## config.mk

```make
export PLATFORM = sky130hd
export DESIGN_NAME = mp3_first_frame_bitrate_finder
export DESIGN_NICKNAME = d
export VERILOG_FILES = /design/src/design/mp3bf_pkg.sv /design/src/design/mp3_first_frame_bitrate_finder.sv /design/src/design/mp3bf_parser.sv
export SDC_FILE = /design/constraint.sdc
export NUM_CORES = 1
export LEC_CHECK = 0
export ABC_AREA = 1
export BUFFER_PORTS_ARGS = -buffer_cell sky130_fd_sc_hd__buf_4
export CORE_MARGIN = 4
export CORE_UTILIZATION = 43
export CTS_CLUSTER_SIZE = 24
export DETAILED_ROUTE_END_ITERATION = 6
export GPL_ROUTABILITY_DRIVEN = 1
export PLACE_DENSITY = 0.66
export SLEW_MARGIN = 20
export SYNTH_ARGS = -nofsm -noshare
export SYNTH_HDL_FRONTEND = slang
export SYNTH_SLANG_ARGS = --single-unit
```

## constraint.sdc

```tcl
create_clock -name clk -period 4.32 [get_ports clk]
set_input_delay 0.432 -clock clk [delete_from_list [all_inputs] [get_ports clk]]
set_output_delay 0.432 -clock clk [all_outputs]
set_load 0.005 [all_outputs]
```

## src/design/mp3bf_pkg.sv

```systemverilog
`default_nettype none
// ----------------------------------------------------------------------------
// mp3bf_pkg
// shared types, constants and the bitrate table for the first-frame bitrate
// finder
// ----------------------------------------------------------------------------

package mp3bf_pkg;

    localparam int OFFSET_BITS = 32;
    localparam int SEARCH_BITS = 29;
    localparam int CMP_BITS    = OFFSET_BITS + 2;
    localparam int WINDOW_BITS = 24;
    localparam int RATE_BITS   = 9;

    localparam logic [WINDOW_BITS-1:0] ID3_WORD    = 24'h494433;
    localparam logic [SEARCH_BITS-1:0] TAG_HDR_LEN = SEARCH_BITS'(10);
    localparam logic [CMP_BITS-1:0]    SYNC_LEAD   = CMP_BITS'(3);
    localparam logic [OFFSET_BITS-1:0] OFFSET_MAX  = {OFFSET_BITS{1'b1}};

    localparam logic [OFFSET_BITS-1:0] OFF_ID3_END    = OFFSET_BITS'(2);
    localparam logic [OFFSET_BITS-1:0] OFF_SIZE_FIRST = OFFSET_BITS'(6);
    localparam logic [OFFSET_BITS-1:0] OFF_SIZE_LAST  = OFFSET_BITS'(9);

    localparam logic [1:0] VERSION_MPEG1 = 2'd3;
    localparam logic [1:0] LAYER_III     = 2'd1;

    typedef enum logic [1:0] {
        STATUS_FOUND  = 2'd0,
        STATUS_FORMAT = 2'd1,
        STATUS_NOSYNC = 2'd2
    } status_t;

    typedef enum logic [1:0] {
        PHASE_HEADER = 2'd0,
        PHASE_SEARCH = 2'd1,
        PHASE_DONE   = 2'd2
    } phase_t;

    typedef struct packed {
        logic [7:0] file_byte;
        logic       start_of_file;
        logic       end_of_file;
    } byte_item_t;

    typedef struct packed {
        status_t              status;
        logic [RATE_BITS-1:0] bitrate_kbps;
    } result_item_t;

    typedef struct packed {
        logic [WINDOW_BITS-1:0] byte_window;
        logic [OFFSET_BITS-1:0] byte_offset;
        logic [SEARCH_BITS-1:0] search_start;
        logic                   tag_present;
        phase_t                 parse_phase;
    } parse_state_t;

    localparam parse_state_t STATE_CLEAR = '{
        byte_window:  '0,
        byte_offset:  '0,
        search_start: '0,
        tag_present:  1'b0,
        parse_phase:  PHASE_HEADER
    };

    function automatic logic [RATE_BITS-1:0] rate_lookup(input logic [3:0] idx);
        logic [RATE_BITS-1:0] rate;
        unique case (idx)
            4'd1:    rate = RATE_BITS'(32);
            4'd2:    rate = RATE_BITS'(40);
            4'd3:    rate = RATE_BITS'(48);
            4'd4:    rate = RATE_BITS'(56);
            4'd5:    rate = RATE_BITS'(64);
            4'd6:    rate = RATE_BITS'(80);
            4'd7:    rate = RATE_BITS'(96);
            4'd8:    rate = RATE_BITS'(112);
            4'd9:    rate = RATE_BITS'(128);
            4'd10:   rate = RATE_BITS'(160);
            4'd11:   rate = RATE_BITS'(192);
            4'd12:   rate = RATE_BITS'(224);
            4'd13:   rate = RATE_BITS'(256);
            4'd14:   rate = RATE_BITS'(320);
            default: rate = '0;
        endcase
        return rate;
    endfunction

endpackage

`default_nettype wire

```

## src/design/mp3_first_frame_bitrate_finder.sv

```systemverilog
`default_nettype none
// ----------------------------------------------------------------------------
// mp3_first_frame_bitrate_finder
// finds the first frame sync of a byte stream, skipping a leading tag, and
// reports the frame's bitrate or a status
// ----------------------------------------------------------------------------
//  channel   signals                                  direction   payload
//  bytes     byte_valid, byte_stall, byte_item        sink        byte_item_t
//  results   result_valid, result_stall, result_item  source      result_item_t
//
//  one byte per cycle while byte_stall is low; a result is offered from the result register
//  the parse step sits between the byte register and the result register
//  after reset the parser is in header check at offset 0 with nothing held
//  result_stall holds a waiting result; bytes stall only while the byte
//  register is full and the result register cannot move
// ----------------------------------------------------------------------------

module mp3_first_frame_bitrate_finder (
    input  logic                     clk,
    input  logic                     rst_n,
    input  logic                     byte_valid,
    output logic                     byte_stall,
    input  mp3bf_pkg::byte_item_t    byte_item,
    output logic                     result_valid,
    input  logic                     result_stall,
    output mp3bf_pkg::result_item_t  result_item
);

    logic                     item_valid_reg;
    logic                     item_valid_next;
    mp3bf_pkg::byte_item_t    item_reg;
    mp3bf_pkg::parse_state_t  state_reg;
    mp3bf_pkg::parse_state_t  state_next;
    logic                     result_valid_reg;
    logic                     result_valid_next;
    mp3bf_pkg::result_item_t  result_reg;

    mp3bf_pkg::parse_state_t  step_state;
    logic                     step_hit;
    mp3bf_pkg::result_item_t  step_result;

    logic advance;
    logic accept;
    logic process;

    mp3bf_parser u_parser (
        .state      (state_reg),
        .item       (item_reg),
        .state_next (step_state),
        .hit        (step_hit),
        .result     (step_result)
    );

    assign advance    = !result_valid_reg || !result_stall;
    assign byte_stall = item_valid_reg && !advance;
    assign accept     = byte_valid && !byte_stall;
    assign process    = item_valid_reg && advance;

    always_comb
    begin
        if (accept)
        begin
            item_valid_next = 1'b1;
        end
        else if (advance)
        begin
            item_valid_next = 1'b0;
        end
        else
        begin
            item_valid_next = item_valid_reg;
        end

        state_next = process ? step_state : state_reg;

        if (process)
        begin
            result_valid_next = step_hit;
        end
        else if (advance)
        begin
            result_valid_next = 1'b0;
        end
        else
        begin
            result_valid_next = result_valid_reg;
        end
    end

    always_ff @(posedge clk or negedge rst_n)
    begin
        if (!rst_n)
        begin
            item_valid_reg   <= 1'b0;
            result_valid_reg <= 1'b0;
            state_reg        <= mp3bf_pkg::STATE_CLEAR;
        end
        else
        begin
            item_valid_reg   <= item_valid_next;
            result_valid_reg <= result_valid_next;
            state_reg        <= state_next;
        end
    end

    // payload registers
    always_ff @(posedge clk)
    begin
        if (accept)
        begin
            item_reg <= byte_item;
        end
        if (process && step_hit)
        begin
            result_reg <= step_result;
        end
    end

    assign result_valid = result_valid_reg;
    assign result_item  = result_reg;

endmodule

`default_nettype wire

```

## src/design/mp3bf_parser.sv

```systemverilog
`default_nettype none
// ----------------------------------------------------------------------------
// mp3bf_parser
// per-byte parse step: tag header check, syncsafe size, sync search and
// bitrate decode
// ----------------------------------------------------------------------------

module mp3bf_parser (
    input  mp3bf_pkg::parse_state_t state,
    input  mp3bf_pkg::byte_item_t   item,
    output mp3bf_pkg::parse_state_t state_next,
    output logic                    hit,
    output mp3bf_pkg::result_item_t result
);

    mp3bf_pkg::parse_state_t         cur;
    logic [31:0]                     word;
    logic [mp3bf_pkg::OFFSET_BITS-1:0] off;
    logic [mp3bf_pkg::SEARCH_BITS-1:0] size_shift;
    logic                            in_range;
    logic                            sync_hit;

    always_comb
    begin
        cur        = item.start_of_file ? mp3bf_pkg::STATE_CLEAR : state;
        word       = {cur.byte_window, item.file_byte};
        off        = cur.byte_offset;
        size_shift = {cur.search_start[mp3bf_pkg::SEARCH_BITS-8:0], item.file_byte[6:0]};
        in_range   = (mp3bf_pkg::CMP_BITS'(off) >=
                      mp3bf_pkg::CMP_BITS'(cur.search_start) + mp3bf_pkg::SYNC_LEAD);
        sync_hit   = (word[31:21] == '1);

        state_next = cur;
        hit        = 1'b0;
        result     = '{status: mp3bf_pkg::STATUS_NOSYNC, bitrate_kbps: '0};

        if (cur.parse_phase == mp3bf_pkg::PHASE_HEADER ||
            cur.parse_phase == mp3bf_pkg::PHASE_SEARCH)
        begin
            state_next.byte_window = word[mp3bf_pkg::WINDOW_BITS-1:0];
            if (off != mp3bf_pkg::OFFSET_MAX)
            begin
                state_next.byte_offset = off + mp3bf_pkg::OFFSET_BITS'(1);
            end

            if (cur.parse_phase == mp3bf_pkg::PHASE_HEADER)
            begin
                if (off == mp3bf_pkg::OFF_ID3_END)
                begin
                    if (word[mp3bf_pkg::WINDOW_BITS-1:0] == mp3bf_pkg::ID3_WORD)
                    begin
                        state_next.tag_present = 1'b1;
                    end
                    else
                    begin
                        state_next.search_start = '0;
                        state_next.parse_phase  = mp3bf_pkg::PHASE_SEARCH;
                    end
                end
                else if (cur.tag_present && off >= mp3bf_pkg::OFF_SIZE_FIRST &&
                         off <= mp3bf_pkg::OFF_SIZE_LAST)
                begin
                    if (off == mp3bf_pkg::OFF_SIZE_LAST)
                    begin
                        state_next.search_start = size_shift + mp3bf_pkg::TAG_HDR_LEN;
                        state_next.parse_phase  = mp3bf_pkg::PHASE_SEARCH;
                    end
                    else
                    begin
                        state_next.search_start = size_shift;
                    end
                end
            end
            else if (in_range && sync_hit)
            begin
                hit                    = 1'b1;
                state_next.parse_phase = mp3bf_pkg::PHASE_DONE;
                if (word[20:19] != mp3bf_pkg::VERSION_MPEG1 ||
                    word[18:17] != mp3bf_pkg::LAYER_III)
                begin
                    result.status = mp3bf_pkg::STATUS_FORMAT;
                end
                else
                begin
                    result.status       = mp3bf_pkg::STATUS_FOUND;
                    result.bitrate_kbps = mp3bf_pkg::rate_lookup(word[15:12]);
                end
            end

            // end of file with no accepted sync word on this byte
            if (!hit && item.end_of_file)
            begin
                hit                    = 1'b1;
                state_next.parse_phase = mp3bf_pkg::PHASE_DONE;
                result.status          = mp3bf_pkg::STATUS_NOSYNC;
            end
        end
    end

endmodule

`default_nettype wire

```

### After elaboration in Yosys (flattened, before gate mapping)

Memory sizes are Yosys's and may differ from the RTL's. A register that Yosys moved wholly into a read port is not among the register bits.
Index checks and enable logic that the tools add are counted.

* bits in read-only memories: 96
* bits in registers: 111
* memories: 1
* bits of input ports: 14

Memory list
* (no name shown): depth 16, width 6, rd ports 1, clocked after Yosys merged registers in 1, write ports 0, line mp3bf_pkg.sv:69 `unique case (idx)`

* bitwise logic cells: 2
* add/sub/neg operators: 3
* magnitude comparators: 3
* reduce and logical (&&, ||, !) cells: 21
* multiplexer cells: 26
* equality and inequality tests: 8

Operators by type and width (count)
* 2-to-1 mux 88 bit: 2
* 2-to-1 mux 29 bit: 4
* >= comparator 32 x 34 -> 1 bit: 1
* adder 32 x 1 -> 32 bit (second input constant): 1
* == test 32 x 2 -> 1 bit (second input constant): 1
* == test 32 x 4 -> 1 bit (second input constant): 1
* >= comparator 32 x 3 -> 1 bit (second input constant): 1
* <= comparator 32 x 4 -> 1 bit (second input constant): 1
* 2-to-1 mux 32 bit: 1
* != test 32 bit (second input constant): 1
* adder 29 x 2 -> 30 bit (second input constant): 1
* 2-to-1 mux 30 bit: 1
* adder 29 x 4 -> 29 bit (second input constant): 1
* == test 24 x 23 -> 1 bit (second input constant): 1
* 2-to-1 mux 2 bit: 7
* == test 11 bit (second input constant): 1
* 2-to-1 mux 1 bit: 11
* logical AND 1 bit: 8
* OR reduction 4 bit: 2
* zero test 1 bit: 5
* nonzero test 2 bit: 2
* logical OR 1 bit: 3
* == test 2 x 1 -> 1 bit (second input constant): 1
* zero test 2 bit: 1
* other kinds (3): 4

### Logic depth before layout (Yosys ltp)

Gate-level depths: netlist (run 1).

* word-level depth: 12
* gate-level depth with buffers: 28
* gate-level depth less buffers: 25

### Hierarchy

Synthesis (run 1) repeated with hierarchy kept, for this count alone.

* cells, all modules: 1517
* area total of the unflattened synthesis: 9706.8 µm²

Modules (own cells, without submodules)
* mp3bf_parser: cells an instance 1102, sequential area each 0.0 µm², area an instance 5484.0 µm², instances 1
* mp3_first_frame_bitrate_finder: cells an instance 415, sequential area each 2882.8 µm², area an instance 4222.8 µm², instances 1

### Least setup slack after synthesis (run 1)

No wires, ideal clock.

* kind: reg-to-reg
* from: register item_reg[1] (netlist bit)
* to: register result_reg, in the netlist result_item[10] (enable)
* path buffers: 4
* data arrival time: 3.658 ns
* setup time: 0.324 ns
* clock period less this slack: 3.982 ns
* slack: 0.338 ns
* required time: 3.996 ns
* stages on the path, launching flop included: 28
* cell sequence: edfxtp_1 -> buf_6 -> buf_6 -> buf_4 -> buf_2 -> nor2_1 -> inv_1 -> ha_1 -> nor2_4 -> nand2_1 -> nor4_4 -> nand2_2 -> nor3_2 -> xor2_1 -> inv_1 -> ha_1 -> nand2_1 -> nor2_1 -> nand2_1 -> nor2_1 -> nand3_1 -> nand2_1 -> nor2_1 -> nand2_1 -> nand3_1 -> nand2_1 -> nand3_1 -> inv_1

* longest elaborated chain between the ends: 12

RTL lines
* start, declared: line mp3_first_frame_bitrate_finder.sv:31 `mp3bf_pkg::byte_item_t item_reg;`
* start signal, assigned: line mp3_first_frame_bitrate_finder.sv:111 `item_reg <= byte_item;`
* 2-to-1 mux 88 bit (*): line mp3bf_parser.sv:25 `cur = item.start_of_file ? mp3bf_pkg::STATE_CLEAR : state;`
* adder 29 x 2 -> 30 bit: line mp3bf_parser.sv:30 `mp3bf_pkg::CMP_BITS'(cur.search_start) + mp3bf_pkg::SYNC_LEAD);`
* >= comparator 32 x 34 -> 1 bit: line mp3bf_parser.sv:29 `in_range = (mp3bf_pkg::CMP_BITS'(off) >=`
* logical AND 1 bit: line mp3bf_parser.sv:74 `else if (in_range && sync_hit)`
* 2-to-1 mux 1 bit: line mp3bf_parser.sv:74
* 2-to-1 mux 1 bit: line mp3bf_parser.sv:46 `if (cur.parse_phase == mp3bf_pkg::PHASE_HEADER)`
* 2-to-1 mux 1 bit: line mp3bf_parser.sv:37 `if (cur.parse_phase == mp3bf_pkg::PHASE_HEADER ||`
* zero test 1 bit: line mp3bf_parser.sv:91 `if (!hit && item.end_of_file)`
* logical AND 1 bit: line mp3bf_parser.sv:91
* 2-to-1 mux 1 bit: line mp3bf_parser.sv:91
* 2-to-1 mux 1 bit (*): line mp3bf_parser.sv:37
* logical AND 1 bit (*): line mp3_first_frame_bitrate_finder.sv:113 `if (process && step_hit)`
* end signal, assigned: line mp3_first_frame_bitrate_finder.sv:115 `result_reg <= step_result;`
* end, declared: line mp3_first_frame_bitrate_finder.sv:36 `mp3bf_pkg::result_item_t result_reg;`

Mark *: on every way between the ends. The rest lies on a longest branch, timed or not. The select of a mux whose other input is x is not followed.
A chain may end at the register's enable or synchronous reset.

### Worst setup path in the final report (run 1)

* from: register item_reg[1] (netlist bit)
* to: register result_item[3] (netlist name)

* longest elaborated chain between the ends: 12

RTL lines (line)
* 2-to-1 mux 88 bit (*): mp3bf_parser.sv:25
* adder 29 x 2 -> 30 bit: mp3bf_parser.sv:30
* >= comparator 32 x 34 -> 1 bit: mp3bf_parser.sv:29
* logical AND 1 bit: mp3bf_parser.sv:74
* 2-to-1 mux 1 bit: mp3bf_parser.sv:74
* 2-to-1 mux 1 bit: mp3bf_parser.sv:46
* 2-to-1 mux 1 bit: mp3bf_parser.sv:37
* zero test 1 bit: mp3bf_parser.sv:91
* logical AND 1 bit: mp3bf_parser.sv:91
* 2-to-1 mux 1 bit: mp3bf_parser.sv:91
* 2-to-1 mux 1 bit: mp3bf_parser.sv:37
* logical AND 1 bit: mp3_first_frame_bitrate_finder.sv:113

Marked as above.

==> impl_metrics.yaml, run 1 <==
drt:
  drc_viols: 0
  initialDrtViolationCount: 775
  drtPass1Iterations: 6
  drtAntennaViolNets: 0
  route.final.wire_length_um: 31250
  num_vias: 9552
  post_drt_via_cell_ratio: 5.461
  routedWlPerCell_um: 17.87
cts:
  tritoncts: "yes"
  worstSkewPairLatency_ps: 380
  ctsHoldBuffers: 0
  number_of_clock_buffers_inserted_by_tritoncts: 9
  cts_sinks: 108
  clock_path_buffers: 2
  cts.htree.levels: 3
  clk_root_buffer_cell: "clkbuf_16"
  cts.clk_slew.worst_paths_ps: 90
global_routing:
  grt-ovfl-total: 0
  grt_pass1_vias: 9091
  grt_max_degree: 68
  wire_length_of_the_first_global_routing_pass_um: 50450
  antenna_violations_before_repair: 0
  groute.usage.overall_pct: 26.08
critical_path:
  worstSetupStartpointType: "flop"
  timing_worst_setup_path_type: "flop to flop"
  worstPathRequired_ps: 4410
  cp-end-kind: "flop"
  crit_path_max_fanout: 8
  critical_path_arrival_ps: 4090
cells_and_area:
  areaGrowthSynthToFinish_pct: 8.085
  finish.cell_count_without_fillers: 1749
  antenna_cells: 0
  nets: 1519
  max_ffs_per_register: 88
  final_layout_size_suffix_gt1_share_pct: 11.78
  final_design_area_no_fill_mm2: 0.01035
timing:
  hold_ws_ps: 196.5
  timing.final.max_slew_violations: 0
  finalSetupViolations: 0
  worst_clock_skew_ps: 16.33
  final_hold_viol_count: 0
  slew_headroom_pct: 34.78
  max_freq_ghz: 0.2501
  timing.final.crit_period_ps: 3998
  worst_pin_slew_ps: 977.2
  finalWorstSetupSlack_ps: 322.0
  layout_worst_path_cycle_share_pct: 92.55
placed_design:
  place_inst: 1727
  place.port_buffers: 23
  dpl.hpwl_um: 23630
  routabilityCongestion: 0.9922
  placedInstanceArea_mm2: 0.009973
  dp_worst_setup_slack_ps: 183.3
yosys:
  syn_area_mm2: 0.009579
  synthesis.instances: 1442
  postSynthAreaPerCell_um2: 6.643
  synth_seq_area_share_pct: 29.15
  number_of_flops_mapped_to_enable_cells_by_yosys: 18
  ys_dominant_reg_cell: "dfrtp_1"
  share_of_async_settable_or_async_resettable_flops_after_synthesis_pct: 83.33
  ys.warnings.count: 0
  flip_flop_and_latch_count_after_synthesis: 108
  yosys.cell_types.count: 51
floorplan:
  initial_core_util_pct: 43.76
  pin_count: 27
  chipHeight_um: 157.3
  die-width_um: 157.3
  floorplan.die_area_mm2: 0.02473
  core_area_mm2: 0.02189
  num_rows: 54
flow_run:
  max-cap-violations: 0
min_path:
  min_path_type: "primary input to async pin"
status:
  status: "completed"
power:
  peakVddDrop_uv: 263.3
  pwr_density_cell_mw_per_mm2: 374.4
  power.static_leakage_nw: 4.817
  fin_total_pwr_mw: 3.876
## per-layer routing
metal  vias up  GRT usage [%]  routed length [µm]
met5         -              0                   0
met4         0          7.989                 793
met3        54          3.849                2162
met2       356          41.79               14320
met1      4513          36.55               13980
li1       4629              -                   -
## through the flow
| stage | setup TNS [ps] | utilization, % |
|---|---|---|
| after floorplan | 0 | - |
| after global placement | 0 | 45.56 |
| after detailed placement | 0 | 45.56 |
| after CTS | 0 | 47.01 |
| after global routing | -61.82 | 47.30 |
| final | 0 | 47.30 |
## cell usage in the layout (no fill, tap or decap), types with 4 or more instances in the layout
cell type	n
nand2_1	394
nor2_1	212
inv_1	171
dfrtp_1	90
nand3_1	84
a21oi_1	62
o21ai_0	60
xor2_1	53
buf_4	51
ha_1	41
nand4_1	27
nand2_2	23
nor2_2	22
nor3_1	21
o21ai_1	20
edfxtp_1	18
xnor2_1	10
inv_2	10
clkbuf_16	9
nand2_4	8
nor2_4	8
a21oi_2	5
nor3_2	5
nor4_1	5
nand3_2	5
clkinv_1	4
o22ai_1	4
nor2_8	4
o211ai_1	4
a22oi_2	4
## critical path, cell delays in order (launching register included)
cell      delay, ps
edfxtp_1        510
buf_4           190
nor2_2          290
nand2_1         180
nor3_1          370
nand3_1         210
nor2_1          210
nand2_1          90
xor2_1          150
ha_1            300
nand2_1          60
nor2_1           80
nand2_1          80
nor2_2          120
nand3_1         100
nand2_1          80
nor2_1           40
nand2_1         130
nand3_1         130
nand2_1         110
nand3_1         130
inv_4           160
## cell families after synthesis
family	synth area share (%)
and+or+nand+nor	39.05
buffers and inverters	10.53
AOI/OAI and AO/OA	10.11
DFF	29.15
xor gates and xnor gates	5.760
adders and majority gates	5.355
other	0.03915
## synth_stat cells (all sizes together) (10+ instances only)
library cell / number / area, µm²
nand3: 90 / 488.0
xnor2: 10 / 87.58
buf: 26 / 241.5
ha: 41 / 513.0
edfxtp: 18 / 540.5
nand2: 425 / 1713
xor2: 53 / 464.2
clkbuf: 16 / 60.06
nor3: 27 / 165.2
inv: 183 / 691.9
nor2: 246 / 1094
a21oi: 67 / 354.1
o21ai: 81 / 409.2
dfrtp: 90 / 2252
nand4: 29 / 202.7
## area by class of cell
type	count	area, µm²
Clock buffer	9	225.2
Clock inverter	7	91.34
Fill cell	2308	11540
Inverter	187	709.4
Multi-Input combinational cell	1107	5802
Sequential cell	108	2793
Tap cell	280	350.3
Timing Repair Buffer	51	382.9
## where the power goes
part,internal [mW],leakage [nW],switching [mW]
Clock,0.422,0.152,0.499
Sequential,1.25,1.32,0.199
Combinational,0.470,3.34,1.04
Total,2.14,4.82,1.74
## final timing paths
| kind | startpoint | slack (ps) | to | cells after the start |
|---|---|---|---|---|
| worst max-delay path | item_reg[1]$_DFFE_PP_ | 320 | result_item[3]$_SDFFCE_PP0P_ | 21 |
| worst min-delay path | rst_n | 200 | state_reg[60]$_DFFE_PN0P_ | 1 |
| worst max register to register | item_reg[1]$_DFFE_PP_ | 320 | result_item[3]$_SDFFCE_PP0P_ | 21 |
| worst min register to register | item_reg[9]$_DFFE_PP_ | 490 | state_reg[71]$_DFFE_PN0P_ | 2 |
| max in group asynchronous | rst_n | 3200 | state_reg[2]$_DFFE_PN0P_ | 2 |
| min in group clk | byte_item[3] | 220 | item_reg[3]$_DFFE_PP_ | 1 |
## repair_timing
item,4_1_cts,5_1_grt
buffers inserted,0,6
gates resized for setup,0,8
setup endpoints to repair,0,15
hold endpoints to repair,0,0
Note: power is estimated with default switching activity, not from simulation.
==> run 2, diff against run 1 <==
--- a/config.mk
+++ b/config.mk
@@ -7,12 +7,13 @@
 export LEC_CHECK = 0
 export ABC_AREA = 1
 export BUFFER_PORTS_ARGS = -buffer_cell sky130_fd_sc_hd__buf_4
-export CORE_MARGIN = 4
+export CORE_MARGIN = 10
 export CORE_UTILIZATION = 43
 export CTS_CLUSTER_SIZE = 24
 export DETAILED_ROUTE_END_ITERATION = 6
-export GPL_ROUTABILITY_DRIVEN = 1
+export GPL_ROUTABILITY_DRIVEN = 0
 export PLACE_DENSITY = 0.66
+export REMOVE_ABC_BUFFERS = 1
 export SLEW_MARGIN = 20
 export SYNTH_ARGS = -nofsm -noshare
 export SYNTH_HDL_FRONTEND = slang
==> run 2 against run 1 <==
Sequential share of layout area up 0.22 points. Worst hold slack better by 5.2 ps. Combinational power about the same. Critical path type unchanged. Critical endpoint is now result_item[8]$_SDFFCE_PP0P_. Largest cell class unchanged.
==> impl_metrics.yaml, run 2 (same netlist as run 1, synthesis figures left out) <==
cts:
  cts.htree.levels: 3
  clk_root_buffer_cell: "clkbuf_16"
  number_of_clock_buffers_inserted_by_tritoncts: 9
  postCtsSetupBuffers: 0
  clock_path_buffers: 2
  post_cts.resized_instances: 0
  cts_sinks: 108
  ctsHoldBuffers: 0
  cts.clk_slew.worst_paths_ps: 90
  tritoncts: "yes"
  worstSkewPairLatency_ps: 380
drt:
  drc_viols: 0
  met2WireLength_um: 12930
  initialDrtViolationCount: 999
  post_drt_via_cell_ratio: 5.398
  met1_length_um: 13010
  route.final.wire_length_um: 29230
  drtAntennaViolNets: 0
  num_vias: 9392
  drtPass1Iterations: 6
  routedWlPerCell_um: 16.80
  met3_wirelength_um: 2360
  top_signal_layer_used: "met4"
cells_and_area:
  layout.cells.most_common_list: "nand2_1 (394), nor2_1 (215), inv_1 (171), dfrtp_1 (90), nand3_1 (84)"
  areaGrowthSynthToFinish_pct: 7.197
  most_frequent_standard_cell_in_the_layout_excluding_fill_and_tap_cells: "nand2_1"
  nets: 1510
  final_layout_size_suffix_gt1_share_pct: 11.03
  antenna_cells: 0
  final_core_utilization_pct: 46.91
  max_ffs_per_register: 88
  fillers: 2255
global_routing:
  wire_length_of_the_first_global_routing_pass_um: 47930
  grt-ovfl-total: 0
  grt_pass1_vias: 8928
  grt_max_degree: 69
  groute.usage.overall_pct: 20.52
  antenna_violations_before_repair: 0
placed_design:
  dpl.hpwl_um: 22400
  place.port_buffers: 23
power:
  total_switching_power_mw: 1.703
  pwr_density_cell_mw_per_mm2: 373.6
  switching_share_pct: 44.40
  share_comb_of_total_power_pct: 38.7
  power.internal_mw: 2.133
  fin_total_pwr_mw: 3.836
  power.static_leakage_nw: 4.757
  peakVddDrop_uv: 187.3
  share_seq_of_total_power_pct: 37.9
  clkPwrFrac_pct: 23.4
floorplan:
  num_rows: 54
  pin_count: 27
  initial_core_util_pct: 43.76
  core_area_mm2: 0.02189
  chipHeight_um: 169.3
  floorplan.die_area_mm2: 0.02865
  die-width_um: 169.3
min_path:
  min_path_type: "primary input to async pin"
timing:
  timing.final.crit_period_ps: 3963
  final_hold_viol_count: 0
  grt_setup_unrepaired: "no"
  worst_pin_slew_ps: 970.0
  slew_headroom_pct: 35.26
  worst_clock_skew_ps: 15.63
  max_freq_ghz: 0.2523
  timing.final.max_slew_violations: 0
  layout_worst_path_cycle_share_pct: 91.74
  finalSetupViolations: 0
critical_path:
  critical_path_arrival_ps: 4050
  cp-end-kind: "flop"
  crit_path_max_fanout: 13
  worstSetupStartpointType: "flop"
  worstPathRequired_ps: 4410
  timing_worst_setup_path_type: "flop to flop"
status:
  status: "completed"
flow_run:
  max-cap-violations: 0
## run 2: cell type report
type	count	area (µm²)	area share, %
Tap cell	280	350.3	3.412
Inverter	187	706.9	6.884
Clock buffer	9	225.2	2.193
Multi-Input combinational cell	1107	5788	56.37
Timing Repair Buffer	42	319.1	3.107
Sequential cell	108	2793	27.20
Clock inverter	7	86.33	0.8407
## run 2: path summary, 6_finish.rpt
check / from / endpoint / slack (ps) / cells after the start
setup / recovery: item_reg[1]$_DFFE_PP_ / result_item[8]$_SDFFCE_PP0P_ / 360 / 23
hold / removal: rst_n / state_reg[76]$_DFFE_PN0P_ / 200 / 1
setup reg to reg: item_reg[1]$_DFFE_PP_ / result_item[8]$_SDFFCE_PP0P_ / 360 / 23
hold reg to reg: item_reg[9]$_DFFE_PP_ / state_reg[71]$_DFFE_PN0P_ / 490 / 2
max in group asynchronous: rst_n / state_reg[22]$_DFFE_PN0P_ / 3210 / 2
min in group clk: byte_item[0] / item_reg[0]$_DFFE_PP_ / 230 / 1
## run 2: per-stage QoR
stage	setup TNS (ps)	cells	hold slack [ps]	setup slack [ps]	cell area, µm²
floorplan	-2050	1402	136.4	-246.8	9285
global placement	0	1724	469.2	431.0	9951
detailed placement	0	1724	478.8	253.5	9951
CTS	0	1740	221.2	228.9	10260
global route	0	1740	224.3	11.95	10270
finish	0	1740	201.7	356.7	10270
## run 2: layer usage
metal  vias to the layer above  GRT usage, %
met3                        62         3.590
li1                       4612             -
met2                       401         31.43
met5                         -             0
met1                      4317         28.12
met4                         0         8.068
## run 2: power groups by stage
stage,Sequential [mW],Clock [mW],Combinational [mW]
final,1.45,0.898,1.48
after global routing,1.48,0.941,1.67
after CTS,1.45,0.901,1.46
after detailed placement,1.46,0,1.45
after global placement,1.47,0,1.43
after floorplan,1.40,0,1.02
## run 2: critical path, stage by stage (launching register included)
cell      delay (ps)
edfxtp_1         510
inv_6            200
nand2_1          100
ha_1             270
nor2_4           190
nand2_1          110
nor4_4           270
nand2_2          120
nor3_2           160
xor2_1           170
inv_1             60
ha_1             280
nand2_1           60
nor2_1           100
nand2_1           70
nor2_1           120
nand3_1           90
nand2_1           70
nor2_1            40
nand2_1          120
nand3_1          140
nand2_1          110
nand3_1          110
inv_2            190
